`config.mk`:
```
export PLATFORM = sky130hd
export DESIGN_NAME = fifo_queue_with_key_search
export DESIGN_NICKNAME = d
export VERILOG_FILES = /design/src/rtl/fqks_pkg.sv /design/src/rtl/fqks_front.sv /design/src/rtl/fqks_engine.sv /design/src/rtl/fifo_queue_with_key_search.sv
export VERILOG_INCLUDE_DIRS = /design/src /design/src/rtl
export SDC_FILE = /design/constraint.sdc
export NUM_CORES = 2
export LEC_CHECK = 0
export ABC_AREA = 1
export BUFFER_PORTS_ARGS = -buffer_cell sky130_fd_sc_hd__buf_2
export CAP_MARGIN = 20
export CELL_PAD_IN_SITES_DETAIL_PLACEMENT = 0
export CELL_PAD_IN_SITES_GLOBAL_PLACEMENT = 1
export CORE_MARGIN = 2
export CORE_UTILIZATION = 55
export CTS_CLUSTER_SIZE = 40
export DETAILED_ROUTE_END_ITERATION = 6
export MAX_ROUTING_LAYER = met4
export PLACE_DENSITY_LB_ADDON = 0.1
export SYNTH_ARGS = -nofsm -noshare
export SYNTH_HDL_FRONTEND = slang
export SYNTH_SLANG_ARGS = --single-unit
```
`constraint.sdc`:
```
create_clock -name clk -period 9.3 [get_ports clk]
set_input_delay 0.465 -clock clk [delete_from_list [all_inputs] [get_ports clk]]
set_output_delay 0.465 -clock clk [all_outputs]
set_load 0.02 [all_outputs]
```
`src/rtl/fifo_queue_with_key_search_assert.svh`:
```
// Assertion helpers. Each expects clk and arst_n in the scope of the module that uses it.
`ifndef FIFO_QUEUE_WITH_KEY_SEARCH_ASSERT_SVH
`define FIFO_QUEUE_WITH_KEY_SEARCH_ASSERT_SVH

// Same-cycle implication
`define FQKS_ASSERT_IMP(lbl, ante, cons, msg) \
	lbl: assert property (@(posedge clk) disable iff (!arst_n) (ante) |-> (cons)) \
		else $error(msg);

// Next-cycle implication
`define FQKS_ASSERT_NXT(lbl, ante, cons, msg) \
	lbl: assert property (@(posedge clk) disable iff (!arst_n) (ante) |=> (cons)) \
		else $error(msg);

`endif

```
`src/rtl/fqks_pkg.sv`:
```
`default_nettype none
package fqks_pkg;

	localparam int DEPTH = 16;
	localparam int IDX_W = $clog2(DEPTH);
	localparam int CNT_W = $clog2(DEPTH + 1);
	localparam int KEY_W = 48;
	localparam int DATA_W = 32;
	localparam int POS_W = 5;
	localparam int OP_W = 2;
	localparam int STAT_W = 2;

	localparam logic [OP_W-1:0] OP_ENQUEUE = 2'd0;
	localparam logic [OP_W-1:0] OP_DEQUEUE = 2'd1;
	localparam logic [OP_W-1:0] OP_SEARCH = 2'd2;
	localparam logic [OP_W-1:0] OP_DELETE = 2'd3;

	localparam logic [STAT_W-1:0] STAT_OK = 2'd0;
	localparam logic [STAT_W-1:0] STAT_MISSING = 2'd1;
	localparam logic [STAT_W-1:0] STAT_FULL = 2'd2;

	typedef struct packed {
		logic [OP_W-1:0]   op;
		logic [KEY_W-1:0]  key;
		logic [DATA_W-1:0] data;
	} cmd_t;

	typedef struct packed {
		logic [STAT_W-1:0] status;
		logic [KEY_W-1:0]  out_key;
		logic [DATA_W-1:0] out_data;
		logic [POS_W-1:0]  position;
	} res_t;

	typedef struct packed {
		logic [KEY_W-1:0]  key;
		logic [DATA_W-1:0] data;
	} entry_t;

endpackage
`default_nettype wire

```
`src/rtl/fqks_front.sv`:
```
`default_nettype none
module fqks_front
	import fqks_pkg::*;
(
	input  wire logic              clk,
	input  wire logic              arst_n,
	input  wire logic              in_valid,
	output logic                   in_ready,
	input  wire logic [OP_W-1:0]   in_opcode,
	input  wire logic [KEY_W-1:0]  in_key,
	input  wire logic [DATA_W-1:0] in_data,
	output logic                   cmd_valid,
	input  wire logic              cmd_ready,
	output cmd_t                   cmd
);

	// two-entry request queue between the port and the engine
	cmd_t       slot_q [2];
	logic       wr_ptr_q;
	logic       rd_ptr_q;
	logic [1:0] cnt_q;
	logic       push;
	logic       pop;

	assign in_ready = (cnt_q != 2'd2);
	assign cmd_valid = (cnt_q != 2'd0);
	assign cmd = slot_q[rd_ptr_q];
	assign push = in_valid && in_ready;
	assign pop = cmd_valid && cmd_ready;

	always_ff @(posedge clk or negedge arst_n) begin
		if (!arst_n) begin
			wr_ptr_q <= 1'b0;
			rd_ptr_q <= 1'b0;
			cnt_q <= 2'd0;
		end else begin
			if (push) wr_ptr_q <= ~wr_ptr_q;
			if (pop) rd_ptr_q <= ~rd_ptr_q;
			case ({push, pop})
				2'b10: cnt_q <= cnt_q + 2'd1;
				2'b01: cnt_q <= cnt_q - 2'd1;
				default: cnt_q <= cnt_q;
			endcase
		end
	end

	always_ff @(posedge clk) begin
		if (push) begin
			slot_q[wr_ptr_q] <= '{op: in_opcode, key: in_key, data: in_data};
		end
	end

endmodule
`default_nettype wire

```
`src/rtl/fqks_engine.sv`:
```
`default_nettype none
`include "fifo_queue_with_key_search_assert.svh"
module fqks_engine
	import fqks_pkg::*;
(
	input  wire logic clk,
	input  wire logic arst_n,
	input  wire logic cmd_valid,
	output logic      cmd_ready,
	input  wire cmd_t cmd,
	output logic      res_valid,
	input  wire logic res_ready,
	output res_t      res
);

	localparam int SUM_W = IDX_W + 1;
	localparam logic [1:0] ST_IDLE = 2'd0;
	localparam logic [1:0] ST_DEQ = 2'd1;
	localparam logic [1:0] ST_SCAN = 2'd2;
	localparam logic [1:0] ST_SHIFT = 2'd3;

	// circular store, logical slot i lives at head + i
	entry_t mem [DEPTH];
	entry_t rd_data_q;

	logic [1:0]        state_q, state_d;
	logic [IDX_W-1:0]  head_q, head_d;
	logic [CNT_W-1:0]  count_q, count_d;
	logic [CNT_W-1:0]  iss_q, iss_d;
	logic              rd_vld_s1, rd_vld_d;
	logic [CNT_W-1:0]  rd_idx_s1, rd_idx_d;
	logic [OP_W-1:0]   op_q;
	logic [KEY_W-1:0]  key_q;
	logic [DATA_W-1:0] data_q;
	logic              res_valid_q;
	res_t              res_q, res_d;
	logic              res_load;
	logic              rd_en, wr_en;
	logic [IDX_W-1:0]  rd_addr, wr_addr;
	entry_t            wr_data;
	logic              match;
	logic              last_cmp;
	logic [CNT_W-1:0]  dst_idx;

	function automatic logic [IDX_W-1:0] phys(input logic [IDX_W-1:0] h,
			input logic [IDX_W-1:0] i);
		logic [SUM_W-1:0] s;
		s = {1'b0, h} + {1'b0, i};
		if (s >= SUM_W'(DEPTH)) s = s - SUM_W'(DEPTH);
		return s[IDX_W-1:0];
	endfunction

	assign match = rd_vld_s1 && (rd_data_q.key == key_q)
		&& ((op_q == OP_SEARCH) || (rd_data_q.data == data_q));
	assign last_cmp = rd_vld_s1 && (rd_idx_s1 == count_q - CNT_W'(1));
	assign dst_idx = rd_idx_s1 - CNT_W'(1);

	always_comb begin
		state_d = state_q;
		head_d = head_q;
		count_d = count_q;
		iss_d = iss_q;
		rd_vld_d = 1'b0;
		rd_idx_d = rd_idx_s1;
		cmd_ready = 1'b0;
		res_load = 1'b0;
		res_d = '0;
		res_d.status = STAT_MISSING;
		rd_en = 1'b0;
		rd_addr = head_q;
		wr_en = 1'b0;
		wr_addr = head_q;
		wr_data = rd_data_q;
		case (state_q)
			ST_IDLE: begin
				if (cmd_valid && !res_valid_q) begin
					cmd_ready = 1'b1;
					case (cmd.op)
						OP_ENQUEUE: begin
							res_load = 1'b1;
							if (count_q < CNT_W'(DEPTH)) begin
								wr_en = 1'b1;
								wr_addr = phys(head_q, count_q[IDX_W-1:0]);
								wr_data = '{key: cmd.key, data: cmd.data};
								count_d = count_q + CNT_W'(1);
								res_d.status = STAT_OK;
							end else begin
								res_d.status = STAT_FULL;
							end
						end
						OP_DEQUEUE: begin
							if (count_q == '0) begin
								res_load = 1'b1;
							end else begin
								rd_en = 1'b1;
								rd_addr = head_q;
								state_d = ST_DEQ;
							end
						end
						default: begin
							if (count_q == '0) begin
								res_load = 1'b1;
							end else begin
								iss_d = '0;
								state_d = ST_SCAN;
							end
						end
					endcase
				end
			end
			ST_DEQ: begin
				res_load = 1'b1;
				res_d.status = STAT_OK;
				res_d.out_key = rd_data_q.key;
				res_d.out_data = rd_data_q.data;
				head_d = phys(head_q, IDX_W'(1));
				count_d = count_q - CNT_W'(1);
				state_d = ST_IDLE;
			end
			ST_SCAN: begin
				if (match) begin
					if (op_q == OP_SEARCH) begin
						res_load = 1'b1;
						res_d.status = STAT_OK;
						res_d.out_key = rd_data_q.key;
						res_d.out_data = rd_data_q.data;
						res_d.position = POS_W'(rd_idx_s1 + CNT_W'(1));
						state_d = ST_IDLE;
					end else if (last_cmp) begin
						res_load = 1'b1;
						res_d.status = STAT_OK;
						count_d = count_q - CNT_W'(1);
						state_d = ST_IDLE;
					end else begin
						// close the gap: move each later entry one slot toward the head
						iss_d = rd_idx_s1 + CNT_W'(1);
						state_d = ST_SHIFT;
					end
				end else if (last_cmp) begin
					res_load = 1'b1;
					state_d = ST_IDLE;
				end else if (iss_q < count_q) begin
					rd_en = 1'b1;
					rd_addr = phys(head_q, iss_q[IDX_W-1:0]);
					rd_vld_d = 1'b1;
					rd_idx_d = iss_q;
					iss_d = iss_q + CNT_W'(1);
				end
			end
			ST_SHIFT: begin
				if (rd_vld_s1) begin
					wr_en = 1'b1;
					wr_addr = phys(head_q, dst_idx[IDX_W-1:0]);
					wr_data = rd_data_q;
				end
				if (iss_q < count_q) begin
					rd_en = 1'b1;
					rd_addr = phys(head_q, iss_q[IDX_W-1:0]);
					rd_vld_d = 1'b1;
					rd_idx_d = iss_q;
					iss_d = iss_q + CNT_W'(1);
				end else if (!rd_vld_s1) begin
					res_load = 1'b1;
					res_d.status = STAT_OK;
					count_d = count_q - CNT_W'(1);
					state_d = ST_IDLE;
				end
			end
			default: begin
				state_d = ST_IDLE;
			end
		endcase
	end

	always_ff @(posedge clk or negedge arst_n) begin
		if (!arst_n) begin
			state_q <= ST_IDLE;
			head_q <= '0;
			count_q <= '0;
			iss_q <= '0;
			rd_vld_s1 <= 1'b0;
			res_valid_q <= 1'b0;
		end else begin
			state_q <= state_d;
			head_q <= head_d;
			count_q <= count_d;
			iss_q <= iss_d;
			rd_vld_s1 <= rd_vld_d;
			if (res_load) res_valid_q <= 1'b1;
			else if (res_ready) res_valid_q <= 1'b0;
		end
	end

	always_ff @(posedge clk) begin
		rd_idx_s1 <= rd_idx_d;
		if (cmd_ready) begin
			op_q <= cmd.op;
			key_q <= cmd.key;
			data_q <= cmd.data;
		end
		if (res_load) res_q <= res_d;
	end

	always_ff @(posedge clk) begin
		if (rd_en) rd_data_q <= mem[rd_addr];
		if (wr_en) mem[wr_addr] <= wr_data;
	end

	assign res_valid = res_valid_q;
	assign res = res_q;

	`FQKS_ASSERT_IMP(a_count_bound, 1'b1, count_q <= CNT_W'(DEPTH),
		"fill count above depth")
	`FQKS_ASSERT_IMP(a_load_free, res_load, !res_valid_q,
		"result overwritten before it was taken")
	`FQKS_ASSERT_IMP(a_rd_state, rd_vld_s1, (state_q == ST_SCAN) || (state_q == ST_SHIFT),
		"read pipeline busy outside a scan or shift")
	`FQKS_ASSERT_NXT(a_enq_grow,
		cmd_ready && (cmd.op == OP_ENQUEUE) && (count_q < CNT_W'(DEPTH)),
		count_q == $past(count_q) + CNT_W'(1), "enqueue did not grow the queue")

endmodule
`default_nettype wire

```
`src/rtl/fifo_queue_with_key_search.sv`:
```
// Ordered queue of DEPTH (16) key/data entries with enqueue, dequeue, search by key and
// delete of an exact key/data match; every request yields exactly one result. Requests
// pass through a two-entry queue into an engine that owns a one-read, one-write store
// kept as a ring, so the port takes new requests while the engine works and a result
// waits. An enqueue writes the store at once, a dequeue reads the head through the store's
// registered read port, a search compares one entry per cycle with the key (stopping at the
// first match), and a delete scans likewise, then moves each later entry one slot toward
// the head; the result then sits in a result register until the receiver takes it.
`default_nettype none
module fifo_queue_with_key_search
	import fqks_pkg::*;
(
	input  wire logic        clk,
	input  wire logic        arst_n,
	input  wire logic        s_axis_tvalid,
	output logic             s_axis_tready,
	input  wire logic [79:0] s_axis_tdata,  // item_key[47:0], item_data[79:48]
	input  wire logic [1:0]  s_axis_tuser,  // opcode
	output logic             m_axis_tvalid,
	input  wire logic        m_axis_tready,
	output logic [87:0]      m_axis_tdata,  // out_key[47:0], out_data[79:48], position[84:80]
	output logic [1:0]       m_axis_tuser   // status
);

	logic cmd_valid;
	logic cmd_ready;
	cmd_t cmd;
	res_t res;

	fqks_front u_front (
		.clk       (clk),
		.arst_n    (arst_n),
		.in_valid  (s_axis_tvalid),
		.in_ready  (s_axis_tready),
		.in_opcode (s_axis_tuser),
		.in_key    (s_axis_tdata[47:0]),
		.in_data   (s_axis_tdata[79:48]),
		.cmd_valid (cmd_valid),
		.cmd_ready (cmd_ready),
		.cmd       (cmd)
	);

	fqks_engine u_engine (
		.clk       (clk),
		.arst_n    (arst_n),
		.cmd_valid (cmd_valid),
		.cmd_ready (cmd_ready),
		.cmd       (cmd),
		.res_valid (m_axis_tvalid),
		.res_ready (m_axis_tready),
		.res       (res)
	);

	assign m_axis_tdata = {3'b000, res.position, res.out_data, res.out_key};
	assign m_axis_tuser = res.status;

endmodule
`default_nettype wire

```
# Word-level counts from Yosys, hierarchy flattened
# Memory sizes are Yosys's and may differ from the RTL's. A register that Yosys moved wholly into a read port is not among the register bits.
# Index checks and enable logic that the tools add are counted.
[totals]
regBits = 196
latch_bits = 0
mem_bits_rw = 1444
romBits = 0
memories = 2
[classes]
addsub = 15
n_mul = 0
div = 0
n_lt_le_gt_ge = 6
eq_ne = 26
shift = 0
n_mux = 92
bitwise = 2
n_reduce_logical = 22
[mem_list]
columns = ["memory", "depth", "width", "read_ports", "rd_clocked_by_memory_dff", "write_ports", "line_no", "text"]
rows = [
  ["u_engine.mem", 16, 80, 1, 1, 1, "fqks_engine.sv:23", "entry_t mem [DEPTH];"],
  ["u_front.slot_q", 2, 82, 1, 0, 1, "fqks_front.sv:18", "cmd_t slot_q [2];"],
]
[op_table]
columns = ["op", "count"]
rows = [
  ["$mux 80", 4],
  ["$pmux 80 s2", 1],
  ["$mux 5", 19],
  ["$mux 87", 1],
  ["$mux 85", 1],
  ["$eq 48x48->1", 1],
  ["$mux 4", 11],
  ["$eq 32x32->1", 1],
  ["$mux 1", 28],
  ["$mux 2", 14],
  ["$ge 5x5->1 const B", 4],
  ["$ne 2x2->1 const B", 10],
  ["$pmux 5 s4", 1],
  ["$sub 4x1->4 const B", 5],
  ["$pmux 2 s4", 2],
  ["$pmux 4 s2", 2],
  ["$add 4x4->5", 3],
  ["$add 5x1->5 const B", 3],
  ["$pmux 5 s3", 1],
  ["$reduce_and 6->1", 2],
  ["$pmux 5 s2", 1],
  ["$eq 2x2->1 const B", 4],
  ["$ne 2x1->1 const B", 4],
  ["$pmux 2 s2", 2],
  ["24 further kinds", 38],
]

# Logic depth before layout (Yosys ltp)
[logic_depth]
depth_word = 8
ltp_mapped = 24

# Cells and area by module
# From an unflattened synthesis, not the netlist that was laid out.
[hier_totals]
hier_cells = 6863
area_unflattened_um2 = 75272.2
[by_module_without_submodules]
columns = ["mod", "instances", "cells_each", "area_each_um2", "seq_area_each_um2"]
rows = [
  ["fqks_engine", 1, 6401, 68992.4, 46514.6],
  ["fqks_front", 1, 458, 6253.5, 5024.8],
  ["fifo_queue_with_key_search", 1, 4, 26.3, 0.0],
]

# Least setup slack after synthesis
# No wires, ideal clock.
[synth_timing]
path_kind = "reg-to-reg"
start = "register u_engine.rd_idx_s1[0]"
end = "memory u_engine.mem[11][0] (netlist bit), enable pin"
setup_ns = 0.519
arrival_ns = 5.713
setup_slack_ns = 3.069
path_stages_with_launch = 17
n_path_buf = 0
synth_period_minus_slack_ns = 6.231
path_cell_list = "edfxtp_1 > inv_1 > ha_1 > xor2_1 > ha_1 > nand2_1 > nor2_1 > a211oi_1 > inv_1 > o21ai_0 > nor2_1 > nor2_1 > nand2_1 > nand3_1 > o21ai_0 > or2_2 > nor2_1"
[synth_between]
elab_chain_cells = 6
word_cells_on_any_way = 7
[synth_rtl]
columns = ["item", "line_no", "text"]
rows = [
  ["from (decl)", "fqks_engine.sv:31", "logic [CNT_W-1:0] rd_idx_s1, rd_idx_d;"],
  ["from (signal assigned)", "fqks_engine.sv:195", "rd_idx_s1 <= rd_idx_d;"],
  ["$sub 4x1->4 *", "fqks_engine.sv:56", "assign dst_idx = rd_idx_s1 - CNT_W'(1);"],
  ["named net u_engine.dst_idx[0]", "fqks_engine.sv:43", "logic [CNT_W-1:0] dst_idx;"],
  ["$add 4x4->5 *", "fqks_engine.sv:48", "s = {1'b0, h} + {1'b0, i};"],
  ["$sub 4x1->4 / $ge 5x5->1 (equally long branches)", "fqks_engine.sv:49", "if (s >= SUM_W'(DEPTH)) s = s - SUM_W'(DEPTH);"],
  ["$mux 4 *", "fqks_engine.sv:49", ""],
  ["$mux 4 *", "fqks_engine.sv:151", "if (rd_vld_s1) begin"],
  ["$pmux 4 s2 *", "fqks_engine.sv:74", "case (state_q)"],
  ["to (decl)", "fqks_engine.sv:23", ""],
]
# Mark *: on every way through the listed nets, which the timed path passes. The rest lies on a longest branch.

==> impl_metrics.csv <==
group,metric,value,unit
outcome,status,"completed",
detailed_routing,drt-vias-per-instance,5.65,
clock_network,cts_root_buf,"clkbuf_16",
floorplanning,core,0.138,mm^2
clock_network,path_clk_slew,60,ps
timing,clock.fmax,172,MHz
synth,seq_area_frac_synth,0.675,
floorplanning,num_io_pins,178,
synth,async_flop_share,0.0128,
setup_path,critPathRequiredTime,9730,ps
synth,yosysTopAreaCellShare,0.668,
floorplanning,initial_core_util,0.555,
detailed_routing,routedWlPerCell,23.6,um
global_routing,grt_use_total,0.308,
setup_path,cp_slowest_cell,"nor2_4",
detailed_routing,firstDrtPassIters,5,
global_routing,grt_pass1_wl,313000,um
floorplanning,die_h,377,um
global_routing,grt_max_degree,175,
place,place_congestion,0.915,
timing,tns,0,ps
synth,ys_top_cells_by_area,"edfxtp_1, nand2_1, nand3_1",
timing,finalCritPeriodShare,0.624,
synth,ys_warn_count,0,
clock_network,cts.htree.levels,4,
timing,tightest_slew,1220,ps
setup_path,rr_worst_depth,17,
synth,synth_seq_cells,1720,
synth,synth_area_per_cell,11.2,um^2
setup_path,critPathMaxStageDelay,750,ps
finish,drive_gt1_frac,0.129,
timing,slew_headroom,0.183,
detailed_routing,drtIter0Drc,5452,
setup_path,path_class,"register to register",
synth,synth_top_cell_by_area,"edfxtp_1",
clock_network,cts_tree,"done",
place,port_buffers,174,
timing,finalCriticalPeriod,5800,ps
timing,slew_violations,0,
clock_network,clk_latency,820,ps
global_routing,antenna_found_initial,6,
detailed_routing,vias,50600,
setup_path,path_buf_inv,7,
detailed_routing,drcViolationCount,0,
setup_path,path_max_fanout,163,
setup_path,crit_cells,17,
setup_path,crit_top_cell,"inv_1",
synth,synth_top_flop_cell,"edfxtp_1",
synth,ys_top_cells_by_count,"nand2_1, edfxtp_1, nand3_1, inv_1, nand3_2",
place,hpwl,114000,um
timing,hold_viol,0,
synth,synth_cells,6823,
global_routing,grt-ovfl-total,0,
global_routing,grt_pass1_vias,48500,
floorplanning,rows,136,
setup_path,endpoint_kind,"register",
job,drv_cap,0,
synth,synth_area,0.0763,mm^2
setup_path,arrival,6230,ps
timing,setup_violations,0,
floorplanning,die_w,377,um
floorplanning,die_area,0.142,mm^2
detailed_routing,finalWirelength,212000,um
finish,nets,7139,
detailed_routing,ant_nets,0,
setup_path,path_cells,"inv_4 > or2_0 > o21ai_1 > inv_1 > nor2_1 > inv_1 > nor3_2 > inv_1 > nor2_4 > buf_12 > a32o_1 > nand2_1 > a21oi_1 > nand2_1 > nor2_4 > buf_4 > buf_4",
setup_path,cp-start-kind,"register",
timing,skew,41.8,ps
min_path,hold_class,"input pin to async pin",
clock_network,clock_sinks,1720,
synth,yosysUniqueCellTypes,51,
clock_network,cts.path.max_buffers,3,
synth,yosysMostFrequentCell,"nand2_1",
clock_network,cts_made_buffers,177,
setup_path,critPathTopFamily,"buffers and inverters",
timing,rsz0062_at_grt,"no",
synth,synth_edf_count,1698,
finish,syn_to_final_growth,11.4,%
clock_network,post_cts_resized,0,
[final timing paths]
check / start / endpoint / slack (ps)
max: u_front.rd_ptr_q$_DFFE_PN0P_ / u_engine.mem[11][58]$_DFFE_PP_ / 3500
min: arst_n / u_engine.res_valid$_DFFE_PN0P_ / 210
min in group clk: s_axis_tdata[3] / u_front.slot_q[0][35]$_DFFE_PP_ / 370
max reg2reg: u_front.rd_ptr_q$_DFFE_PN0P_ / u_engine.mem[11][58]$_DFFE_PP_ / 3500
min reg2reg: u_engine.iss_q[4]$_DFFE_PN0P_ / u_engine.rd_idx_s1[4]$_DFFE_PP_ / 520
max in group asynchronous: arst_n / u_front.rd_ptr_q$_DFFE_PN0P_ / 8640
[placed cells by master (no fill, tap or decap), drive strengths merged, types with 81 or more instances in the layout]
| cell | netlist | final |
|---|---|---|
| nand3b | 81 | 81 |
| nand3 | 1466 | 1466 |
| edfxtp | 1698 | 1698 |
| inv | 916 | 919 |
| dlygate4sd3 | 0 | 85 |
| clkbuf | 97 | 231 |
| nor2 | 191 | 191 |
| nand2 | 1771 | 1771 |
| buf | 286 | 318 |
| o21ai | 122 | 122 |
[metrics by stage]
step	hold WS [ps]	utilization	worst slack (ps)	instances	cell area, um^2
6_report	214	0.618	3500	8969	85000
5_1_grt	217	0.618	3070	8967	85000
4_1_cts	177	0.617	3460	8956	84900
3_5_place_dp	507	0.571	3490	8549	78500
2_1_floorplan	169	-	3070	6825	76400
3_3_place_gp	500	0.570	3530	8540	78500
[routing by layer]
| metal | up-vias | track usage | share of wire |
|---|---|---|---|
| li1 | 23300 | - | - |
| met1 | 24800 | 0.426 | 0.42 |
| met2 | 2135 | 0.463 | 0.46 |
| met3 | 360 | 0.0597 | 0.088 |
| met4 | 0 | 0.0990 | 0.031 |
| met5 | - | - | 0 |
[what timing repair did]
item	in CTS	in global routing
endpoints found under the hold margin	188	0
hold buffers	85	0
buffers inserted	0	0
setup endpoints to repair	0	0
[cell type report]
cell class | instances | area, um^2
Sequential cell | 1720 | 51500
Tap cell | 1794 | 2240
Antenna cell | 7 | 17.5
Timing Repair Buffer | 404 | 3040
Inverter | 917 | 3450
Clock inverter | 92 | 763
Fill cell | 10900 | 52600
Clock buffer | 230 | 4790
Multi-Input combinational cell | 3805 | 19200
[logic make-up (layout without fill, tap and decap cells)]
logic type | after synthesis | after routing | share of synthesized area
flip-flops | 1720 | 1720 | 0.675
XOR/XNOR | 74 | 74 | 0.00859
buffers and inverters | 1300 | 1643 | 0.0769
other | 1 | 10 | 0.0000491
AO/OA/AOI/OAI | 158 | 158 | 0.0111
AND/OR/NAND/NOR | 3542 | 3542 | 0.223
adder cells (fa/ha/maj) | 28 | 28 | 0.00488
[registers in the layout, summed over array words and instances (netlist names)]
signal / cells
u_front.cnt_q: 2
u_engine.key_q: 48
u_front.slot_q: 164
u_front.rd_ptr_q: 1
u_engine.op_q: 2
u_engine.rd_vld_s1: 1
u_engine.data_q: 32
u_engine.state_q: 2
u_front.wr_ptr_q: 1
u_engine.mem: 1280
u_engine.count_q: 5
u_engine.head_q: 4
u_engine.iss_q: 5
u_engine.rd_idx_s1: 5
u_engine.rd_data_q: 80
u_engine.res_valid: 1
u_engine.res: 87
Power is left out: the tool's default activity adds up to more than one toggle a clock period on the data nets, which glitch-free logic cannot reach.
